==> src/loop_utilization_monitor_defines.svh <==
// assertion helpers for the loop utilization monitor
`ifndef LOOP_UTILIZATION_MONITOR_DEFINES_SVH
`define LOOP_UTILIZATION_MONITOR_DEFINES_SVH

`ifndef SYNTHESIS

// same-cycle implication, checked on every rising edge outside reset
`define LUM_ASSERT_NOW(lbl, ante, cons) \
  lbl: assert property (@(posedge clk) disable iff (rst) (ante) |-> (cons)) \
    else $error("assertion failed: same-cycle check");

// next-cycle implication
`define LUM_ASSERT_NEXT(lbl, ante, cons) \
  lbl: assert property (@(posedge clk) disable iff (rst) (ante) |=> (cons)) \
    else $error("assertion failed: next-cycle check");

`else

`define LUM_ASSERT_NOW(lbl, ante, cons)
`define LUM_ASSERT_NEXT(lbl, ante, cons)

`endif

`endif

==> src/lum_pkg.sv <==
package lum_pkg;

  localparam int HISTORY_DEPTH = 60;
  localparam int RING_AW = (HISTORY_DEPTH > 1) ? $clog2(HISTORY_DEPTH) : 1;
  localparam int FILL_W = $clog2(HISTORY_DEPTH + 1);

  localparam int USAGE_FULL = 1000;
  localparam int MS_PER_S = 1000;

  // shared divider: numerator left-aligned in DIV_NW bits, one quotient bit per cycle
  localparam int DIV_NW = 42;
  localparam int DIV_DW = 32;
  localparam int STEP_W = $clog2(DIV_NW + 1);

  localparam int USAGE_STEPS = 33;
  localparam int RATE_STEPS = 42;
  localparam int AVG_STEPS = 32;
  localparam int HIST_STEPS = 17;

  typedef struct packed {
    logic [31:0] busy_us;
    logic [31:0] now_ms;
  } sample_t;

  typedef struct packed {
    logic        window_closed;
    logic [9:0]  usage_tenths;
    logic [9:0]  usage_avg_tenths;
    logic [9:0]  usage_peak_tenths;
    logic [31:0] loop_rate_hz;
    logic [31:0] loop_avg_us;
    logic [31:0] loop_max_us;
    logic [31:0] loop_max_ever_us;
    logic [5:0]  history_fill;
  } stats_t;

  typedef struct packed {
    logic              start;
    logic [DIV_NW-1:0] num;
    logic [DIV_DW-1:0] den;
    logic [STEP_W-1:0] steps;
  } div_req_t;

  typedef struct packed {
    logic              busy;
    logic              done;
    logic [DIV_NW-1:0] quo;
  } div_sts_t;

  typedef enum logic [3:0] {
    LUM_IDLE,
    LUM_USAGE,
    LUM_USAGE_WAIT,
    LUM_RATE,
    LUM_RATE_WAIT,
    LUM_AVG,
    LUM_AVG_WAIT,
    LUM_RING,
    LUM_HIST,
    LUM_HIST_WAIT,
    LUM_DONE
  } lum_state_t;

endpackage

==> src/lum_ifs.sv <==
interface lum_sample_if;
  logic              valid;
  logic              ready;
  lum_pkg::sample_t  data;

  modport source (output valid, output data, input ready);
  modport sink (input valid, input data, output ready);
endinterface

interface lum_stats_if;
  logic             valid;
  logic             ready;
  lum_pkg::stats_t  data;

  modport source (output valid, output data, input ready);
  modport sink (input valid, input data, output ready);
endinterface

==> src/lum_div.sv <==
module lum_div (
  input  logic              clk,
  input  logic              rst,
  input  lum_pkg::div_req_t req,
  output lum_pkg::div_sts_t sts
);

  logic                              busy;
  logic [lum_pkg::STEP_W-1:0]        cnt;
  logic [lum_pkg::DIV_DW-1:0]        rem;
  logic [lum_pkg::DIV_DW-1:0]        den;
  logic [lum_pkg::DIV_NW-1:0]        quo;
  logic [lum_pkg::DIV_DW:0]          rem_sh;
  logic                              ge;
  logic [lum_pkg::DIV_DW:0]          rem_sub;

  // restoring step: bring down the next numerator bit, subtract if it fits
  always_comb begin
    rem_sh  = {rem, quo[lum_pkg::DIV_NW-1]};
    ge      = rem_sh >= {1'b0, den};
    rem_sub = rem_sh - {1'b0, den};
  end

  always_ff @(posedge clk) begin
    if (rst) begin
      busy <= 1'b0;
      cnt  <= '0;
    end else if (req.start) begin
      busy <= 1'b1;
      cnt  <= req.steps;
    end else if (busy) begin
      if (cnt != '0) begin
        cnt <= cnt - 1'b1;
      end else begin
        busy <= 1'b0;
      end
    end
  end

  always_ff @(posedge clk) begin
    if (req.start) begin
      rem <= '0;
      den <= req.den;
      quo <= req.num;
    end else if (busy && cnt != '0) begin
      rem <= ge ? rem_sub[lum_pkg::DIV_DW-1:0] : rem_sh[lum_pkg::DIV_DW-1:0];
      quo <= {quo[lum_pkg::DIV_NW-2:0], ge};
    end
  end

  assign sts.busy = busy;
  assign sts.done = busy && (cnt == '0);
  assign sts.quo  = quo;

endmodule

==> src/loop_utilization_monitor.sv <==
// Loop utilization monitor. Every sample (busy_us, now_ms) gives one stats transaction.
// A sample that does not close a window goes from idle straight to the done state; its
// result is loaded into the output register there once that register is free, and no new
// sample is taken before then. A sample that closes a window runs four divisions on one
// shared radix-2 divider (usage 33 steps, loop rate 42, average 32, history average 17)
// and one history ring update; the result is loaded into the output register in the done
// state, and the next sample is taken only after that load, which waits while the output
// register is held. The window length in ms is written on cfg_we; a value of 0 acts as 1 ms.
`include "loop_utilization_monitor_defines.svh"

module loop_utilization_monitor (
  input  logic        clk,
  input  logic        rst,
  input  logic        cfg_we,
  input  logic [15:0] cfg_wdata,
  lum_sample_if.sink  sample,
  lum_stats_if.source stats
);

  lum_pkg::lum_state_t state, state_next;
  lum_pkg::div_req_t   div_req;
  lum_pkg::div_sts_t   div_sts;

  logic [15:0] cfg_len_ms;
  logic        window_open;
  logic [31:0] window_start;
  logic [31:0] window_busy;
  logic [31:0] window_count;
  logic [31:0] window_peak;
  logic [9:0]  last_usage;
  logic [9:0]  peak_usage;
  logic [31:0] last_rate;
  logic [31:0] last_average;
  logic [31:0] last_window_peak;
  logic [31:0] overall_peak;
  logic [9:0]  hist_avg;
  logic        closed;
  logic [31:0] elapsed;

  logic [9:0]                  usage_ring [lum_pkg::HISTORY_DEPTH];
  logic [9:0]                  ring_rdata;
  logic [lum_pkg::FILL_W-1:0]  ring_fill;
  logic [lum_pkg::RING_AW-1:0] ring_write_pos;
  logic [15:0]                 ring_total;

  logic        out_valid;
  lum_pkg::stats_t out_data;

  logic        accept;
  logic [31:0] start_eff;
  logic [32:0] busy_sum;
  logic [31:0] busy_sat;
  logic [31:0] elapsed_now;
  logic [15:0] win_len;
  logic        closes;
  logic [32:0] usage_num;
  logic [16:0] hist_num;
  logic [9:0]  usage_q;
  logic        ring_full;

  lum_div u_div (
    .clk (clk),
    .rst (rst),
    .req (div_req),
    .sts (div_sts)
  );

  assign accept = sample.valid && sample.ready;

  always_comb begin
    start_eff   = window_open ? window_start : sample.data.now_ms;
    busy_sum    = {1'b0, window_busy} + {1'b0, sample.data.busy_us};
    busy_sat    = busy_sum[32] ? '1 : busy_sum[31:0];
    elapsed_now = sample.data.now_ms - start_eff;
    win_len     = (cfg_len_ms == '0) ? 16'd1 : cfg_len_ms;
    closes      = elapsed_now >= {16'b0, win_len};
    usage_num   = {1'b0, window_busy} + {2'b0, elapsed[31:1]};
    hist_num    = 17'(ring_total) + 17'(ring_fill >> 1);
    usage_q     = (div_sts.quo > lum_pkg::DIV_NW'(lum_pkg::USAGE_FULL)) ?
                  10'(lum_pkg::USAGE_FULL) : div_sts.quo[9:0];
    ring_full   = ring_fill >= lum_pkg::FILL_W'(lum_pkg::HISTORY_DEPTH);
  end

  always_ff @(posedge clk) begin
    if (rst) begin
      state <= lum_pkg::LUM_IDLE;
    end else begin
      state <= state_next;
    end
  end

  always_comb begin
    state_next   = state;
    div_req      = '0;
    sample.ready = 1'b0;
    case (state)
      lum_pkg::LUM_IDLE: begin
        sample.ready = 1'b1;
        if (sample.valid) begin
          state_next = closes ? lum_pkg::LUM_USAGE : lum_pkg::LUM_DONE;
        end
      end
      lum_pkg::LUM_USAGE: begin
        div_req.start = 1'b1;
        div_req.num   = lum_pkg::DIV_NW'(usage_num)
                        << (lum_pkg::DIV_NW - lum_pkg::USAGE_STEPS);
        div_req.den   = elapsed;
        div_req.steps = lum_pkg::STEP_W'(lum_pkg::USAGE_STEPS);
        state_next    = lum_pkg::LUM_USAGE_WAIT;
      end
      lum_pkg::LUM_USAGE_WAIT: begin
        if (div_sts.done) begin
          state_next = lum_pkg::LUM_RATE;
        end
      end
      lum_pkg::LUM_RATE: begin
        div_req.start = 1'b1;
        div_req.num   = (lum_pkg::DIV_NW'(window_count)
                         * lum_pkg::DIV_NW'(lum_pkg::MS_PER_S))
                        << (lum_pkg::DIV_NW - lum_pkg::RATE_STEPS);
        div_req.den   = elapsed;
        div_req.steps = lum_pkg::STEP_W'(lum_pkg::RATE_STEPS);
        state_next    = lum_pkg::LUM_RATE_WAIT;
      end
      lum_pkg::LUM_RATE_WAIT: begin
        if (div_sts.done) begin
          state_next = lum_pkg::LUM_AVG;
        end
      end
      lum_pkg::LUM_AVG: begin
        div_req.start = 1'b1;
        div_req.num   = lum_pkg::DIV_NW'(window_busy)
                        << (lum_pkg::DIV_NW - lum_pkg::AVG_STEPS);
        div_req.den   = window_count;
        div_req.steps = lum_pkg::STEP_W'(lum_pkg::AVG_STEPS);
        state_next    = lum_pkg::LUM_AVG_WAIT;
      end
      lum_pkg::LUM_AVG_WAIT: begin
        if (div_sts.done) begin
          state_next = lum_pkg::LUM_RING;
        end
      end
      lum_pkg::LUM_RING: begin
        state_next = lum_pkg::LUM_HIST;
      end
      lum_pkg::LUM_HIST: begin
        div_req.start = 1'b1;
        div_req.num   = lum_pkg::DIV_NW'(hist_num)
                        << (lum_pkg::DIV_NW - lum_pkg::HIST_STEPS);
        div_req.den   = lum_pkg::DIV_DW'(ring_fill);
        div_req.steps = lum_pkg::STEP_W'(lum_pkg::HIST_STEPS);
        state_next    = lum_pkg::LUM_HIST_WAIT;
      end
      lum_pkg::LUM_HIST_WAIT: begin
        if (div_sts.done) begin
          state_next = lum_pkg::LUM_DONE;
        end
      end
      lum_pkg::LUM_DONE: begin
        if (!out_valid || stats.ready) begin
          state_next = lum_pkg::LUM_IDLE;
        end
      end
      default: begin
        state_next = lum_pkg::LUM_IDLE;
      end
    endcase
  end

  always_ff @(posedge clk) begin
    if (rst) begin
      cfg_len_ms <= 16'd1000;
    end else if (cfg_we) begin
      cfg_len_ms <= cfg_wdata;
    end
  end

  always_ff @(posedge clk) begin
    if (rst) begin
      window_open      <= 1'b0;
      window_start     <= '0;
      window_busy      <= '0;
      window_count     <= '0;
      window_peak      <= '0;
      last_usage       <= '0;
      peak_usage       <= '0;
      last_rate        <= '0;
      last_average     <= '0;
      last_window_peak <= '0;
      overall_peak     <= '0;
      hist_avg         <= '0;
      closed           <= 1'b0;
      elapsed          <= '0;
      ring_fill        <= '0;
      ring_write_pos   <= '0;
      ring_total       <= '0;
    end else begin
      case (state)
        lum_pkg::LUM_IDLE: begin
          if (accept) begin
            window_open  <= 1'b1;
            window_start <= closes ? sample.data.now_ms : start_eff;
            window_busy  <= busy_sat;
            if (window_count != '1) begin
              window_count <= window_count + 32'd1;
            end
            if (sample.data.busy_us > window_peak) begin
              window_peak <= sample.data.busy_us;
            end
            if (sample.data.busy_us > overall_peak) begin
              overall_peak <= sample.data.busy_us;
            end
            closed  <= closes;
            elapsed <= elapsed_now;
          end
        end
        lum_pkg::LUM_USAGE_WAIT: begin
          if (div_sts.done) begin
            last_usage <= usage_q;
            if (usage_q > peak_usage) begin
              peak_usage <= usage_q;
            end
          end
        end
        lum_pkg::LUM_RATE_WAIT: begin
          if (div_sts.done) begin
            last_rate <= (div_sts.quo[lum_pkg::DIV_NW-1:32] != '0) ?
                         '1 : div_sts.quo[31:0];
          end
        end
        lum_pkg::LUM_AVG_WAIT: begin
          if (div_sts.done) begin
            last_average     <= div_sts.quo[31:0];
            last_window_peak <= window_peak;
          end
        end
        lum_pkg::LUM_RING: begin
          // full ring: the overwritten entry leaves the running sum
          if (ring_full) begin
            ring_total <= ring_total - 16'(ring_rdata) + 16'(last_usage);
          end else begin
            ring_fill  <= ring_fill + 1'b1;
            ring_total <= ring_total + 16'(last_usage);
          end
          ring_write_pos <= (ring_write_pos == lum_pkg::RING_AW'(lum_pkg::HISTORY_DEPTH - 1)) ?
                            '0 : ring_write_pos + 1'b1;
          window_busy  <= '0;
          window_count <= '0;
          window_peak  <= '0;
        end
        lum_pkg::LUM_HIST_WAIT: begin
          if (div_sts.done) begin
            hist_avg <= div_sts.quo[9:0];
          end
        end
        default: begin
        end
      endcase
    end
  end

  // history ring, read data registered; the write position is stable until the ring step
  always_ff @(posedge clk) begin
    if (state == lum_pkg::LUM_RING) begin
      usage_ring[ring_write_pos] <= last_usage;
    end
    ring_rdata <= usage_ring[ring_write_pos];
  end

  always_ff @(posedge clk) begin
    if (rst) begin
      out_valid <= 1'b0;
    end else if (state == lum_pkg::LUM_DONE && (!out_valid || stats.ready)) begin
      out_valid <= 1'b1;
    end else if (stats.ready) begin
      out_valid <= 1'b0;
    end
  end

  always_ff @(posedge clk) begin
    if (state == lum_pkg::LUM_DONE && (!out_valid || stats.ready)) begin
      out_data.window_closed     <= closed;
      out_data.usage_tenths      <= last_usage;
      // empty history only before the first close, when last usage is still zero
      out_data.usage_avg_tenths  <= hist_avg;
      out_data.usage_peak_tenths <= peak_usage;
      out_data.loop_rate_hz      <= last_rate;
      out_data.loop_avg_us       <= last_average;
      out_data.loop_max_us       <= last_window_peak;
      out_data.loop_max_ever_us  <= overall_peak;
      out_data.history_fill      <= 6'(ring_fill);
    end
  end

  assign stats.valid = out_valid;
  assign stats.data  = out_data;

  `LUM_ASSERT_NOW(a_ready_div_idle, sample.ready, !div_sts.busy)
  `LUM_ASSERT_NOW(a_fill_bound, 1'b1, ring_fill <= lum_pkg::FILL_W'(lum_pkg::HISTORY_DEPTH))
  `LUM_ASSERT_NOW(a_usage_bound, 1'b1, last_usage <= 10'(lum_pkg::USAGE_FULL))
  `LUM_ASSERT_NOW(a_avg_bound, 1'b1, hist_avg <= 10'(lum_pkg::USAGE_FULL))
  `LUM_ASSERT_NEXT(a_close_starts_div, accept && closes, state == lum_pkg::LUM_USAGE)

endmodule

==> src/flat_wrapper.sv <==
// flat-port wrapper written by rule: the top's interface ports become plain ports
module loop_utilization_monitor_flat 
  (clk, rst, cfg_we, cfg_wdata, sample_valid, sample_data, sample_ready, stats_valid, stats_data, stats_ready);
  lum_sample_if sample_i ();
  lum_stats_if stats_i ();
  input  logic clk;
  input  logic rst;
  input  logic cfg_we;
  input  logic [15:0] cfg_wdata;
  input wire logic [$bits(sample_i.valid)-1:0] sample_valid;
  input wire logic [$bits(sample_i.data)-1:0] sample_data;
  output wire logic [$bits(sample_i.ready)-1:0] sample_ready;
  output wire logic [$bits(stats_i.valid)-1:0] stats_valid;
  output wire logic [$bits(stats_i.data)-1:0] stats_data;
  input wire logic [$bits(stats_i.ready)-1:0] stats_ready;
  assign sample_i.valid = sample_valid;
  assign sample_i.data = sample_data;
  assign sample_ready = sample_i.ready;
  assign stats_valid = stats_i.valid;
  assign stats_data = stats_i.data;
  assign stats_i.ready = stats_ready;
  loop_utilization_monitor u_core (.clk(clk), .rst(rst), .cfg_we(cfg_we), .cfg_wdata(cfg_wdata), .sample(sample_i), .stats(stats_i));
endmodule
==> config.mk <==
export PLATFORM = sky130hd
export DESIGN_NAME = loop_utilization_monitor_flat
export DESIGN_NICKNAME = d
export VERILOG_FILES = /design/src/lum_pkg.sv /design/src/lum_ifs.sv /design/src/lum_div.sv /design/src/loop_utilization_monitor.sv /design/src/flat_wrapper.sv
export VERILOG_INCLUDE_DIRS = /design/src /design/src/src
export SDC_FILE = /design/constraint.sdc
export NUM_CORES = 2
export LEC_CHECK = 0
export BUFFER_PORTS_ARGS = -buffer_cell sky130_fd_sc_hd__buf_2
export CORE_ASPECT_RATIO = 1.2
export CORE_MARGIN = 8
export CORE_UTILIZATION = 56
export CTS_CLUSTER_DIAMETER = 150
export DETAILED_ROUTE_END_ITERATION = 12
export GPL_ROUTABILITY_DRIVEN = 0
export PLACE_DENSITY = 0.81
export SLEW_MARGIN = 30
export SYNTH_ARGS = -nofsm -noshare
export SYNTH_HDL_FRONTEND = slang
export SYNTH_SLANG_ARGS = --single-unit
==> constraint.sdc <==
create_clock -name clk -period 5.15 [get_ports clk]
set_input_delay 0.515 -clock clk [delete_from_list [all_inputs] [get_ports clk]]
set_output_delay 0.515 -clock clk [all_outputs]
set_load 0.01 [all_outputs]
[Yosys cells after proc, flatten, opt, wreduce, memory -nomap -nowiden]
Memory sizes are Yosys's and may differ from the RTL's. A register that Yosys moved wholly into a read port is not among the register bits.
Cells that the tools add are included.
Storage, ports and cells
  logic and storage cells: 145
  output and inout port bits: 167
  memories: 1
  memory bits (writable): 600
  bits of input ports: 85
  flip-flop bits (word level): 647
Cells by class
  add/sub/neg operators: 12
  mux-type cells: 39
  $mul: 1
  eq/ne operators: 21
  bitwise logic cells: 1
  magnitude comparators: 7
  reductions and logical operators: 29
Memory list
  u_core.usage_ring: words 60, bits a word 10, read ports 1, clocked after memory_dff 1, wr ports 1, RTL line loop_utilization_monitor.sv:40  | logic [9:0] usage_ring [lum_pkg::HISTORY_DEPTH];
Operators by type and width (count)
  $pmux 81 s4: 1
  $mux 32: 10
  $pmux 32 s2: 3
  $mux 42: 2
  $gt 32x32->1: 2
  $sub 32x32->32: 2
  $pmux 4 s11: 1
  $gt 42x10->1 const B: 1
  $mul 32x7->39 const B: 1
  $add 32x31->33: 1
  $add 32x32->33: 1
  $ge 33x32->1: 1
  $add 16x10->16: 2
  $add 32x1->32 const B: 1
  $ge 32x16->1: 1
  $mux 16: 2
  $ne 32x32->1 const B: 1
  $mux 4: 7
  $mux 6: 4
  $add 16x5->17: 1
  $eq 4x3->1 const B: 4
  $logic_not 16->1: 1
  $reduce_and 2->1: 8
  $sub 16x10->16: 1
  other kinds (23): 51

[Logic depth before layout (Yosys ltp)]
  depth after elaboration: 6
  mapped depth: 24

[Cells and area by module]
Synthesis repeated with hierarchy kept, for this count alone.
Unflattened totals
  cell total of the unflattened synthesis: 5490
  area total of the unflattened synthesis: 62344.8 um^2
By module, submodules not included
  loop_utilization_monitor: area each 56132.6 um^2, times used 1, cells an instance 4902
  lum_div: area each 6212.2 um^2, times used 1, cells an instance 588

[Worst setup path after synthesis]
Ideal clock, no wire load.
  path kind: reg-to-reg
  from: register u_core.window_open
  to: register u_core.window_start[10]
  path buffers: 4
  stages on the path, launching flop included: 24
  period minus slack after synthesis: 5.506 ns
  data arrival time: 5.387 ns
  path slack: -0.356 ns
  cell sequence: dfxtp_1 > clkbuf_1 > clkbuf_1 > nand2_1 > o21ai_0 > ha_1 > inv_1 > fa_1 > a21o_1 > a22o_1 > o31a_1 > a21oi_1 > xnor2_1 > ha_1 > and4_1 > a221o_1 > or4_1 > or4_1 > nor4_1 > and4b_1 > buf_4 > a31oi_4 > buf_6 > mux2i_1
Between the ends
  longest elaborated chain between the ends: 4
RTL lines
  start, declared: RTL line loop_utilization_monitor.sv:25  | logic window_open;
  start signal, assigned: RTL line loop_utilization_monitor.sv:180  | window_open <= 1'b0;
  start signal, assigned: RTL line loop_utilization_monitor.sv:201  | window_open <= 1'b1;
  $mux 32: RTL line loop_utilization_monitor.sv:71  | start_eff = window_open ? window_start : sample.data.now_ms;
  $sub 32x32->32: RTL line loop_utilization_monitor.sv:74  | elapsed_now = sample.data.now_ms - start_eff;
  via u_core.elapsed_now[14]: RTL line loop_utilization_monitor.sv:53  | logic [31:0] elapsed_now;
  $ge 32x16->1: RTL line loop_utilization_monitor.sv:76  | closes = elapsed_now >= {16'b0, win_len};
  $mux 32: RTL line loop_utilization_monitor.sv:202  | window_start <= closes ? sample.data.now_ms : start_eff;
  end signal, assigned: RTL line loop_utilization_monitor.sv:202
  end, declared: RTL line loop_utilization_monitor.sv:26  | logic [31:0] window_start;
The timed path passes the listed nets, and every way through them passes these cells.
A chain may end at the register's enable or synchronous reset.

[Final worst setup path]
Ends and elaborated chain as after synthesis.

==> impl_metrics.json <==
{
  "min_delay_path_depth": 3,
  "min_to": "u_core.cfg_len_ms[11]",
  "htreeDepth": 3,
  "postRouteWirelength_microns": 182000,
  "initial_core_util_pct": 56.2,
  "cap_viol_max_count": 0,
  "cp_cell_sequence": "buf_8 -> mux2i_1 -> ha_2 -> nor3_1 -> nor2_1 -> o41ai_2 -> buf_4 -> a21oi_1 -> buf_4 -> nand2_1 -> xnor2_2 -> ha_1 -> a21oi_2 -> o21ai_2 -> a221o_1 -> or4_4 -> or4_4 -> nor4_4 -> and4b_2 -> a31oi_4 -> clkbuf_16 -> mux2i_1",
  "grt_pass1_wl_microns": 271000,
  "cts_root_buffer": "clkbuf_16",
  "drcViolationCount": 0,
  "synth_flop_cell": "edfxtp_1",
  "synth_seq_area_share_pct": 53.9,
  "finalMaxSlewViolations": 0,
  "register_area_sq_um": 33600,
  "crit_path_end_kind": "flip-flop",
  "ctsHoldBuffers": 0,
  "post-route-period-util_pct": 98.9,
  "arrival_ns": 5.69,
  "syn_area_sq_um": 62300,
  "port_buffers": 251,
  "detail-route-antenna-nets": 0,
  "finalSetupViolCount": 0,
  "skew_ns": 0.0729,
  "timing.fmax_mhz": 196,
  "regToRegSetupSlack_ns": 0.06,
  "vias": 47500,
  "period_minus_slack_ns": 5.09,
  "final_common_cell": "edfxtp_1",
  "p_leak_nw": 27.0,
  "cts_inserted_buffers": 117,
  "postSynthCellCount": 5522,
  "largest_register": "u_core.usage_ring",
  "ys_seq_elements": 1257,
  "core_area_sq_um": 111000,
  "grt_max_degree": 181,
  "hp-class": "in2reg",
  "first_pass_iters": 9,
  "setup.worst_path.start_class": "flip-flop",
  "num_rows": 134,
  "path_buf_inv": 4,
  "synth-async-reset-ratio_pct": 0,
  "io_pins": 252,
  "p_per_area_nw_per_um2": 369,
  "min_from": "cfg_wdata[11]",
  "placed_area_sq_um": 66500,
  "largest_register_ffs": 600,
  "vdd_ir_drop_max_mv": 0.351,
  "ff2ff_path_depth": 22,
  "path_delay_family": "simple AND/OR/NAND/NOR gates",
  "crit_path_max_fanout": 9,
  "reg2reg_to": "u_core.window_start[10]",
  "path_class": "reg2reg",
  "grt_usage_pct": 28.5,
  "synth_cell_types": 87,
  "clkTransAtPathRegs_ns": 0.06,
  "cpMaxStageDelayCell": "or4_4",
  "synthesis.nets": 6080,
  "cts_tree": "built",
  "antenna_found_initial": 7,
  "wl_per_cell_microns": 24.3,
  "place.detailed.hpwl_microns": 123000,
  "n_fill_cell": 7890,
  "cts_sinks": 1257,
  "overflow": 0,
  "worstSkewPairLatency_ns": 0.78,
  "synthesis.area_per_instance_sq_um": 11.3,
  "rsz0062_at_grt": "yes",
  "fin_setup_tns_ns": 0,
  "status": "finished, final reports clean",
  "synth_edf_count": 839,
  "cts-root-to-sink-buffers": 3,
  "hold_viol_final": 0,
  "required_ns": 5.74,
  "die_h_microns": 381,
  "vias_per_cell": 6.36,
  "slew_headroom_pct": 14.7,
  "reg2reg_from": "u_core.window_open",
  "die-area_sq_um": 122000,
  "drive_above_1_share_pct": 14.9,
  "nNetsFinal": 6435,
  "final_area_sq_um": 71300,
  "final_cell_mix": "edfxtp_1, nand2_1, dfxtp_1, nor2_1, a21oi_1",
  "multi_input_comb_area_sq_um": 26900,
  "ys_warn_count": 0,
  "first_global_vias": 47000,
  "drt_iter0_markers": 5319,
  "area_growth_pct": 14.5,
  "max_stage_delay_ns": 0.44,
  "die_w_microns": 320,
  "tightest_slew_ns": 1.28
}
cell usage after synthesis (128+ instances only):
| cell type | number | area, sq um |
|---|---|---|
| edfxtp_1 | 839 | 25200 |
| o21ai_0 | 238 | 1190 |
| dfxtp_1 | 418 | 8370 |
| a21oi_1 | 395 | 1980 |
| mux2i_1 | 147 | 1470 |
| ha_1 | 339 | 4240 |
| fa_1 | 134 | 2680 |
| clkbuf_1 | 233 | 875 |
| a22oi_1 | 231 | 1730 |
| nor2_1 | 409 | 1540 |
| inv_1 | 379 | 1420 |
| xnor2_1 | 128 | 1120 |
| nand2_1 | 463 | 1740 |
cell families after synthesis:
kind of cell	synth area share [%]
buf+inv	3.94
mux	3.00
simple gates	9.31
xor+xnor	2.64
compound gates	16.1
flops	53.9
fa+ha+maj	11.1
layer usage:
metal	wire [microns]	up-vias	part of all wire [%]	GRT usage, %
met5	0	-	0	0
met4	16100	0	8.9	21.5
met3	17300	758	9.5	5.53
met2	86200	2910	47	47.8
met1	62100	22800	34	32.1
li1	-	21100	-	-
layout make-up:
class	instances	share of cell area, %
timing repair buffer	501	4.65
antenna	6	0.0211
inverter	381	2.01
sequential	1257	47.1
tap	1496	2.62
multi-input combinational	3619	37.7
clock buffer	149	4.58
clock inverter	71	1.34
worst max-delay path by stage:
stage	startpoint	end	slack, ns	depth (start not counted)
finish	u_core.window_open	u_core.window_start[10]	0.06	22
global route	u_core.window_count[3]	u_core.u_div.quo[37]	-0.13	22
CTS	u_core.window_open	u_core.window_start[24]	-0.007	22
detailed placement	sample_data[0]	u_core.state[0]	-0.29	21
global placement	u_core.window_count[8]	u_core.u_div.quo[36]	-0.17	18
floorplan	u_core.window_count[8]	u_core.u_div.quo[36]	0.007	18
metrics by stage:
step	power, mW	std cells	util, %	hold WS [ns]	setup slack [ns]
CTS	26.0	7463	63.8	0.00166	-0.00674
global route	27.2	7476	64.3	0.0352	-0.134
finish	26.3	7480	64.3	0.0347	0.0571
global placement	16.7	7242	59.9	0.413	-0.170
detailed placement	16.8	7243	60.0	0.414	-0.288
floorplan	15.2	5522	-	0.403	0.00684
worst min-delay path, cell delays in order:
cell	delay [ns]
buf_2	0.08
mux2i_1	0.05
nor2_1	0.07
where the power goes:
part	leakage [nW]	internal [mW]	switching [mW]	total [mW]
Clock	2.03	5.38	3.94	9.32
Combinational	13.7	2.01	2.99	5.00
Sequential	11.2	11.3	0.723	12.0
Total	27.0	18.6	7.66	26.3
repair_timing:
action                                  CTS  global route
setup buffers                             0             8
endpoints found under the setup margin   47            57
cloned                                    0             3
pin swaps                                 5            67
gates resized for setup                  13           102
Power figures use the tool's default switching activity.
